### config.mk
export PLATFORM = sky130hd
export DESIGN_NAME = lcm_euclid_unit
export DESIGN_NICKNAME = d
export VERILOG_FILES = /design/src/hdl/lcm_pkg.sv /design/src/hdl/lcm_divider.sv /design/src/hdl/lcm_multiplier.sv /design/src/hdl/lcm_euclid_unit.sv
export SDC_FILE = /design/constraint.sdc
export NUM_CORES = 2
export LEC_CHECK = 0
export BUFFER_PORTS_ARGS = -buffer_cell sky130_fd_sc_hd__buf_2
export CAP_MARGIN = 20
export CORE_MARGIN = 1
export CORE_UTILIZATION = 50
export CTS_CLUSTER_DIAMETER = 80
export DETAILED_ROUTE_END_ITERATION = 6
export GPL_TIMING_DRIVEN = 0
export PLACE_DENSITY = 0.72
export SETUP_SLACK_MARGIN = 0.02
export SYNTH_ARGS = -nofsm -noshare
export SYNTH_HDL_FRONTEND = slang
export SYNTH_SLANG_ARGS = --single-unit
### constraint.sdc
create_clock -name clk -period 35.4 [get_ports clk]
set_clock_uncertainty 0.15 [all_clocks]
set_input_delay 7.08 -clock clk [delete_from_list [all_inputs] [get_ports clk]]
set_output_delay 7.08 -clock clk [all_outputs]
set_load 0.005 [all_outputs]
### src/hdl/lcm_pkg.sv
// ----------------------------------------------------------------------------
// lcm_pkg
// Shared widths and beat types for the least common multiple unit.
// ----------------------------------------------------------------------------
package lcm_pkg;

    // Width of the operand and result fields on the ports.
    localparam int DATA_W = 64;

    // Arithmetic width: only the low WIDTH bits of each operand are used.
    localparam int WIDTH = 64;

    // Step counter width for the bit-serial units (counts WIDTH-1 down to 0).
    localparam int CNT_W = (WIDTH > 1) ? $clog2(WIDTH) : 1;

    // Input beat: two unsigned operands.
    typedef struct packed {
        logic [DATA_W-1:0] first_value;
        logic [DATA_W-1:0] second_value;
    } lcm_in_t;

    // Output beat: the multiple and the overflow flag.
    typedef struct packed {
        logic [DATA_W-1:0] multiple;
        logic              overflow;
    } lcm_out_t;

endpackage

### src/hdl/lcm_divider.sv
// ----------------------------------------------------------------------------
// lcm_divider
// Restoring divider that produces one quotient bit per cycle.
// ----------------------------------------------------------------------------
module lcm_divider (
    input  logic                     clk,
    input  logic                     rst_n,
    input  logic                     start,
    input  logic [lcm_pkg::WIDTH-1:0] dividend,
    input  logic [lcm_pkg::WIDTH-1:0] divisor,
    output logic                     done,
    output logic [lcm_pkg::WIDTH-1:0] quotient,
    output logic [lcm_pkg::WIDTH-1:0] remainder
);
    import lcm_pkg::*;

    logic             busy_reg, busy_next;
    logic             done_reg, done_next;
    logic [CNT_W-1:0] cnt_reg, cnt_next;
    logic [WIDTH-1:0] rem_reg, rem_next;
    logic [WIDTH-1:0] quo_reg, quo_next;
    logic [WIDTH-1:0] dvs_reg, dvs_next;

    logic [WIDTH:0]   shifted;
    logic [WIDTH:0]   diff;

    // One trial subtraction of the divisor from the shifted partial remainder.
    assign shifted = {rem_reg, quo_reg[WIDTH-1]};
    assign diff    = shifted - {1'b0, dvs_reg};

    always_comb
    begin
        busy_next = busy_reg;
        done_next = 1'b0;
        cnt_next  = cnt_reg;
        rem_next  = rem_reg;
        quo_next  = quo_reg;
        dvs_next  = dvs_reg;
        if (start)
        begin
            busy_next = 1'b1;
            cnt_next  = CNT_W'(WIDTH - 1);
            rem_next  = '0;
            quo_next  = dividend;
            dvs_next  = divisor;
        end
        else if (busy_reg)
        begin
            if (!diff[WIDTH])
            begin
                rem_next = diff[WIDTH-1:0];
                quo_next = {quo_reg[WIDTH-2:0], 1'b1};
            end
            else
            begin
                rem_next = shifted[WIDTH-1:0];
                quo_next = {quo_reg[WIDTH-2:0], 1'b0};
            end
            if (cnt_reg == '0)
            begin
                busy_next = 1'b0;
                done_next = 1'b1;
            end
            else
            begin
                cnt_next = cnt_reg - 1'b1;
            end
        end
    end

    // Control state.
    always_ff @(posedge clk or negedge rst_n)
    begin
        if (!rst_n)
        begin
            busy_reg <= 1'b0;
            done_reg <= 1'b0;
            cnt_reg  <= '0;
        end
        else
        begin
            busy_reg <= busy_next;
            done_reg <= done_next;
            cnt_reg  <= cnt_next;
        end
    end

    // Datapath registers.
    always_ff @(posedge clk)
    begin
        rem_reg <= rem_next;
        quo_reg <= quo_next;
        dvs_reg <= dvs_next;
    end

    assign done      = done_reg;
    assign quotient  = quo_reg;
    assign remainder = rem_reg;

endmodule

### src/hdl/lcm_multiplier.sv
// ----------------------------------------------------------------------------
// lcm_multiplier
// Shift-add multiplier that retires one multiplier bit per cycle.
// ----------------------------------------------------------------------------
module lcm_multiplier (
    input  logic                       clk,
    input  logic                       rst_n,
    input  logic                       start,
    input  logic [lcm_pkg::WIDTH-1:0]   multiplicand,
    input  logic [lcm_pkg::WIDTH-1:0]   multiplier,
    output logic                       done,
    output logic [2*lcm_pkg::WIDTH-1:0] product
);
    import lcm_pkg::*;

    logic               busy_reg, busy_next;
    logic               done_reg, done_next;
    logic [CNT_W-1:0]   cnt_reg, cnt_next;
    logic [WIDTH-1:0]   mcd_reg, mcd_next;
    logic [WIDTH-1:0]   mlr_reg, mlr_next;
    logic [2*WIDTH-1:0] acc_reg, acc_next;

    logic [WIDTH:0]     sum;

    // Add the multiplicand into the upper half when the current bit is set.
    assign sum = {1'b0, acc_reg[2*WIDTH-1:WIDTH]}
               + {1'b0, (mlr_reg[0] ? mcd_reg : {WIDTH{1'b0}})};

    always_comb
    begin
        busy_next = busy_reg;
        done_next = 1'b0;
        cnt_next  = cnt_reg;
        mcd_next  = mcd_reg;
        mlr_next  = mlr_reg;
        acc_next  = acc_reg;
        if (start)
        begin
            busy_next = 1'b1;
            cnt_next  = CNT_W'(WIDTH - 1);
            mcd_next  = multiplicand;
            mlr_next  = multiplier;
            acc_next  = '0;
        end
        else if (busy_reg)
        begin
            acc_next = {sum, acc_reg[WIDTH-1:1]};
            mlr_next = {1'b0, mlr_reg[WIDTH-1:1]};
            if (cnt_reg == '0)
            begin
                busy_next = 1'b0;
                done_next = 1'b1;
            end
            else
            begin
                cnt_next = cnt_reg - 1'b1;
            end
        end
    end

    // Control state.
    always_ff @(posedge clk or negedge rst_n)
    begin
        if (!rst_n)
        begin
            busy_reg <= 1'b0;
            done_reg <= 1'b0;
            cnt_reg  <= '0;
        end
        else
        begin
            busy_reg <= busy_next;
            done_reg <= done_next;
            cnt_reg  <= cnt_next;
        end
    end

    // Datapath registers.
    always_ff @(posedge clk)
    begin
        mcd_reg <= mcd_next;
        mlr_reg <= mlr_next;
        acc_reg <= acc_next;
    end

    assign done    = done_reg;
    assign product = acc_reg;

endmodule

### src/hdl/lcm_euclid_unit.sv
// ----------------------------------------------------------------------------
// lcm_euclid_unit
// Least common multiple of two unsigned operands by Euclid's remainder loop.
// ----------------------------------------------------------------------------
//
//   channel | signals                        | direction
//   --------+--------------------------------+----------
//   input   | in_valid, in_ready, in_data    | in
//   output  | out_valid, out_ready, out_data | out
//
// Each beat runs the remainder steps of Euclid's loop on the shared
// bit-serial divider, then one division for the quotient and one
// multiplication. A zero operand skips straight to the result.
// Reset clears the sequencer and both units; there is no clearing pass.
// The input is ready only while idle; a finished result waits in its own
// register when the output stalls, and the next beat may enter meanwhile.
// ----------------------------------------------------------------------------
module lcm_euclid_unit (
    input  logic             clk,
    input  logic             rst_n,
    input  logic             in_valid,
    output logic             in_ready,
    input  lcm_pkg::lcm_in_t  in_data,
    output logic             out_valid,
    input  logic             out_ready,
    output lcm_pkg::lcm_out_t out_data
);
    import lcm_pkg::*;

    typedef enum logic [4:0] {
        S_IDLE = 5'b00001,
        S_GCD  = 5'b00010,
        S_QUOT = 5'b00100,
        S_MUL  = 5'b01000,
        S_DONE = 5'b10000
    } state_t;

    state_t           state_reg, state_next;
    logic             go_reg, go_next;
    logic             out_valid_reg, out_valid_next;
    lcm_out_t         out_data_reg, out_data_next;
    logic [WIDTH-1:0] a_reg, a_next;
    logic [WIDTH-1:0] b_reg, b_next;
    logic [WIDTH-1:0] big_reg, big_next;
    logic [WIDTH-1:0] small_reg, small_next;
    logic [WIDTH-1:0] q_reg, q_next;
    logic [WIDTH-1:0] res_reg, res_next;
    logic             ovf_reg, ovf_next;

    logic [WIDTH-1:0]   in_a;
    logic [WIDTH-1:0]   in_b;
    logic               div_start;
    logic               div_done;
    logic [WIDTH-1:0]   div_dividend;
    logic [WIDTH-1:0]   div_quo;
    logic [WIDTH-1:0]   div_rem;
    logic               mul_start;
    logic               mul_done;
    logic [2*WIDTH-1:0] mul_prod;

    // Only the low WIDTH bits of each operand take part.
    assign in_a = in_data.first_value[WIDTH-1:0];
    assign in_b = in_data.second_value[WIDTH-1:0];

    // The divider serves both the remainder loop and the final quotient.
    assign div_start    = go_reg && ((state_reg == S_GCD) || (state_reg == S_QUOT));
    assign div_dividend = (state_reg == S_QUOT) ? a_reg : big_reg;
    assign mul_start    = go_reg && (state_reg == S_MUL);

    lcm_divider u_div (
        .clk       (clk),
        .rst_n     (rst_n),
        .start     (div_start),
        .dividend  (div_dividend),
        .divisor   (small_reg),
        .done      (div_done),
        .quotient  (div_quo),
        .remainder (div_rem)
    );

    lcm_multiplier u_mul (
        .clk          (clk),
        .rst_n        (rst_n),
        .start        (mul_start),
        .multiplicand (q_reg),
        .multiplier   (b_reg),
        .done         (mul_done),
        .product      (mul_prod)
    );

    // Sequencer.
    always_comb
    begin
        state_next     = state_reg;
        go_next        = 1'b0;
        out_valid_next = out_valid_reg;
        out_data_next  = out_data_reg;
        a_next         = a_reg;
        b_next         = b_reg;
        big_next       = big_reg;
        small_next     = small_reg;
        q_next         = q_reg;
        res_next       = res_reg;
        ovf_next       = ovf_reg;

        if (out_valid_reg && out_ready)
        begin
            out_valid_next = 1'b0;
        end

        case (state_reg)
            S_IDLE:
            begin
                if (in_valid)
                begin
                    a_next = in_a;
                    b_next = in_b;
                    if (in_a == '0)
                    begin
                        res_next   = in_b;
                        ovf_next   = 1'b0;
                        state_next = S_DONE;
                    end
                    else if (in_b == '0)
                    begin
                        res_next   = in_a;
                        ovf_next   = 1'b0;
                        state_next = S_DONE;
                    end
                    else
                    begin
                        big_next   = in_a;
                        small_next = in_b;
                        go_next    = 1'b1;
                        state_next = S_GCD;
                    end
                end
            end
            S_GCD:
            begin
                if (div_done)
                begin
                    go_next = 1'b1;
                    if (div_rem == '0)
                    begin
                        state_next = S_QUOT;
                    end
                    else
                    begin
                        big_next   = small_reg;
                        small_next = div_rem;
                    end
                end
            end
            S_QUOT:
            begin
                if (div_done)
                begin
                    q_next     = div_quo;
                    go_next    = 1'b1;
                    state_next = S_MUL;
                end
            end
            S_MUL:
            begin
                if (mul_done)
                begin
                    res_next   = mul_prod[WIDTH-1:0];
                    ovf_next   = |mul_prod[2*WIDTH-1:WIDTH];
                    state_next = S_DONE;
                end
            end
            S_DONE:
            begin
                if (!out_valid_reg || out_ready)
                begin
                    out_valid_next         = 1'b1;
                    out_data_next.multiple = DATA_W'(res_reg);
                    out_data_next.overflow = ovf_reg;
                    state_next             = S_IDLE;
                end
            end
            default:
            begin
                state_next = S_IDLE;
            end
        endcase
    end

    // Control state.
    always_ff @(posedge clk or negedge rst_n)
    begin
        if (!rst_n)
        begin
            state_reg     <= S_IDLE;
            go_reg        <= 1'b0;
            out_valid_reg <= 1'b0;
        end
        else
        begin
            state_reg     <= state_next;
            go_reg        <= go_next;
            out_valid_reg <= out_valid_next;
        end
    end

    // Operand and result registers.
    always_ff @(posedge clk)
    begin
        out_data_reg <= out_data_next;
        a_reg        <= a_next;
        b_reg        <= b_next;
        big_reg      <= big_next;
        small_reg    <= small_next;
        q_reg        <= q_next;
        res_reg      <= res_next;
        ovf_reg      <= ovf_next;
    end

    assign in_ready  = (state_reg == S_IDLE);
    assign out_valid = out_valid_reg;
    assign out_data  = out_data_reg;

    // The two arithmetic units never finish in the same cycle.
    a_units_exclusive: assert property (@(posedge clk) disable iff (!rst_n)
        !(div_done && mul_done))
        else $error("divider and multiplier finished together");

    // A division result only arrives while the sequencer waits for one.
    a_div_owner: assert property (@(posedge clk) disable iff (!rst_n)
        div_done |-> ((state_reg == S_GCD) || (state_reg == S_QUOT)))
        else $error("divider finished outside a division state");

    // A product only arrives while the sequencer waits for it.
    a_mul_owner: assert property (@(posedge clk) disable iff (!rst_n)
        mul_done |-> (state_reg == S_MUL))
        else $error("multiplier finished outside the multiply state");

    // The divisor is never zero while a division is in flight.
    a_divisor_nonzero: assert property (@(posedge clk) disable iff (!rst_n)
        ((state_reg == S_GCD) || (state_reg == S_QUOT)) |-> (small_reg != '0))
        else $error("zero divisor in the remainder loop");

endmodule

==> flow_summary.json <==
{
  "status": "completed",
  "yosys_register_bits": 921,
  "worst_pin_slew_ns": 1.16,
  "fin_cells": 5505,
  "clkTransAtPathRegs_ns": 0.06,
  "dp_cells": 5319,
  "fmax_ghz": 0.0874,
  "cts.sinks": 921,
  "layout_worst_path_cycle_share_pct": 32.3,
  "rsz0062_at_grt": "no",
  "drc": 0,
  "initial_utilization_pct": 50.7,
  "ant_nets": 0,
  "seq_area_frac_synth_pct": 60.1,
  "antenna_found_initial": 17,
  "grt_remaining_overflow": 0,
  "tritoncts": "yes",
  "root_buffer": "clkbuf_16",
  "yosys.area_share.simple_pct": 15.0,
  "vias_per_cell": 5.75,
  "synth_fa_ha_area_share_pct": 3.97,
  "async_flop_share_pct": 2.50,
  "startpoint_type": "input port",
  "synth_top_area_cell": "edfxtp_1",
  "cap_violations": 0,
  "wl_um": 125000,
  "cp_slowest_cell": "clkbuf_1",
  "slowest_delay_ns": 0.91,
  "hold_class": "flip-flop to flip-flop",
  "switchingPower_mw": 1.29,
  "synth_edf_count": 706,
  "swShare_pct": 34.2,
  "track_usage_pct": 28.7,
  "grt_pass1_wl_um": 185000,
  "die_area_um2": 86400,
  "finalInstanceArea_um2": 48800,
  "placed_cell_area_um2": 45500,
  "dieWidth_um": 294,
  "avgSynthCellArea_um2": 10.8,
  "synth_most_common_cell": "nand2_1",
  "netlist_instances": 3945,
  "post_cts_resize_count": 0,
  "cp.required_ns": 35.56,
  "row_count": 106,
  "yosysWarnings": 0,
  "synth_top_family_by_area": "simple AND/OR/NAND/NOR gates",
  "routedWlPerCell_um": 22.8,
  "peakVddDrop_mv": 0.0496,
  "synth_top_area_share_pct": 49.8,
  "holdBufCountCts": 0,
  "ys_top_cells_by_area": "edfxtp_1, dfxtp_1, nand2_1",
  "crit_path_frequent_cell": "nor4_1",
  "synthMuxAreaShare_pct": 4.26,
  "post_cts_buffers": 0,
  "num_vias": 31700,
  "synth_ff_type": "edfxtp_1",
  "die_y_um": 294,
  "end_kind": "flip-flop",
  "p_leak_nw": 19.3,
  "yosys-top-cells-count": "nand2_1, edfxtp_1, a21oi_1, nor2_1, dfxtp_1",
  "p_seq_share_pct": 44.0,
  "p_clk_share_pct": 27.3,
  "maxSlewViolCount": 0,
  "port_buffers": 198,
  "gp_congestion": 0.927,
  "post-route-util_pct": 58.1,
  "hold_violations": 0,
  "critical_path_class": "input port to flip-flop",
  "setup_viol": 0,
  "setup_ws_ns": 23.96,
  "area_growth_syn_to_layout_pct": 14.5,
  "cp_data_arrival_time_ns": 11.60,
  "cp_cell_sequence": "buf_2 -> nor4_1 -> nand4_1 -> nor4_1 -> clkbuf_1 -> buf_1 -> a21oi_1 -> o21ai_0",
  "numCtsBuffers": 96,
  "fin_hold_ws_ns": 0.263,
  "ys_types": 82,
  "grt_max_degree": 60,
  "finalPower_mw": 3.76,
  "first_iter_violations": 3000,
  "p_per_area_nw_per_um2": 77.1,
  "grt_pass1_vias": 30100,
  "clk_latency_ns": 0.67,
  "fin_crit_ns": 11.44,
  "preCtsSetupSlack_ns": 23.38,
  "cp_max_fo": 10,
  "drive_gt1_share_pct": 9.80,
  "largest_register_ffs": 128,
  "finalNetCount": 4551,
  "synth-compound-area-share_pct": 11.3,
  "pwr-share-comb_pct": 28.7,
  "synthXorXnorAreaFrac_pct": 2.63,
  "clockBufferDepth": 3,
  "syn_area_um2": 42600,
  "fin_tns_setup_ns": 0,
  "syn_nets": 4211,
  "ios": 199,
  "p_int_mw": 2.47,
  "htree_levels": 3,
  "firstDrtPassIters": 6,
  "hpwl_um": 94400,
  "maxSlewHeadroom_pct": 22.9,
  "core_um2": 84000
}
-- worst max-delay path: cells and delay by family --
kind                   cells  cell delay (ns)
buffers and inverters      3             1.70
AOI/OAI and AO/OA          2             0.94
and+or+nand+nor            3             1.86
-- cell usage in the layout (no fill, tap or decap), drive strengths merged, types with 76 or more instances in the layout --
master and instances:
o21ai 192, nor2 337, clkbuf 292, edfxtp 706, dfxtp 192, inv 110
buf 276, nand2 807, xnor2 79, ha 132, a21oi 338, mux2i 177
nor4 76
-- cell families (layout without fill, tap and decap cells) --
| logic type | count (synthesis) | count (layout) |
|---|---|---|
| AOI/OAI and AO/OA | 805 | 805 |
| xor gates and xnor gates | 126 | 126 |
| adders and majority gates | 134 | 134 |
| buffers and inverters | 297 | 718 |
| DFF | 921 | 921 |
| muxes | 181 | 181 |
| other | 0 | 5 |
| and+or+nand+nor | 1481 | 1481 |
-- final cells by class --
type / instances / area [um^2]
Antenna cell: 5 / 12.5
Sequential cell: 921 / 25600
Inverter: 105 / 397
Tap cell: 1134 / 1420
Multi-Input combinational cell: 2727 / 15900
Clock buffer: 134 / 2700
Buffer: 192 / 768
Fill cell: 7030 / 35200
Timing Repair Buffer: 242 / 1510
Clock inverter: 45 / 507
-- power groups by stage --
stage	Combinational (mW)	Clock (mW)	Sequential [mW]
3_3_place_gp	0.996	0	1.74
4_1_cts	1.06	1.04	1.65
5_1_grt	1.17	1.08	1.67
6_report	1.08	1.03	1.66
2_1_floorplan	0.711	0	1.65
3_5_place_dp	1.06	0	1.67
-- final timing paths --
| path | startpoint | slack [ns] | cells after the start | end |
|---|---|---|---|---|
| max reg2reg | state_reg[1]$_DFFE_PN0P_ | 30.38 | 13 | small_reg[21]$_DFFE_PP_ |
| min | res_reg[27]$_DFFE_PP_ | 0.26 | 0 | out_data[28]$_DFFE_PP_ |
| max in group asynchronous | rst_n | 28.31 | 1 | u_mul.cnt_reg[3]$_DFFE_PN0P_ |
| max | in_data[93] | 23.96 | 8 | res_reg[37]$_DFFE_PP_ |
| min reg2reg | res_reg[27]$_DFFE_PP_ | 0.26 | 0 | out_data[28]$_DFFE_PP_ |
| min in group asynchronous | rst_n | 6.30 | 1 | u_div.cnt_reg[0]$_DFFE_PN0P_ |
-- metal layers --
metal | vias to the layer above | global-route usage, % | share of wire (%)
li1 | 14800 | - | -
met1 | 15200 | 39.2 | 41
met2 | 1359 | 45.1 | 45
met3 | 258 | 6.55 | 9.5
met4 | 20 | 9.85 | 3.8
met5 | - | 0 | 0.10
(Power assumes the default switching activity.)
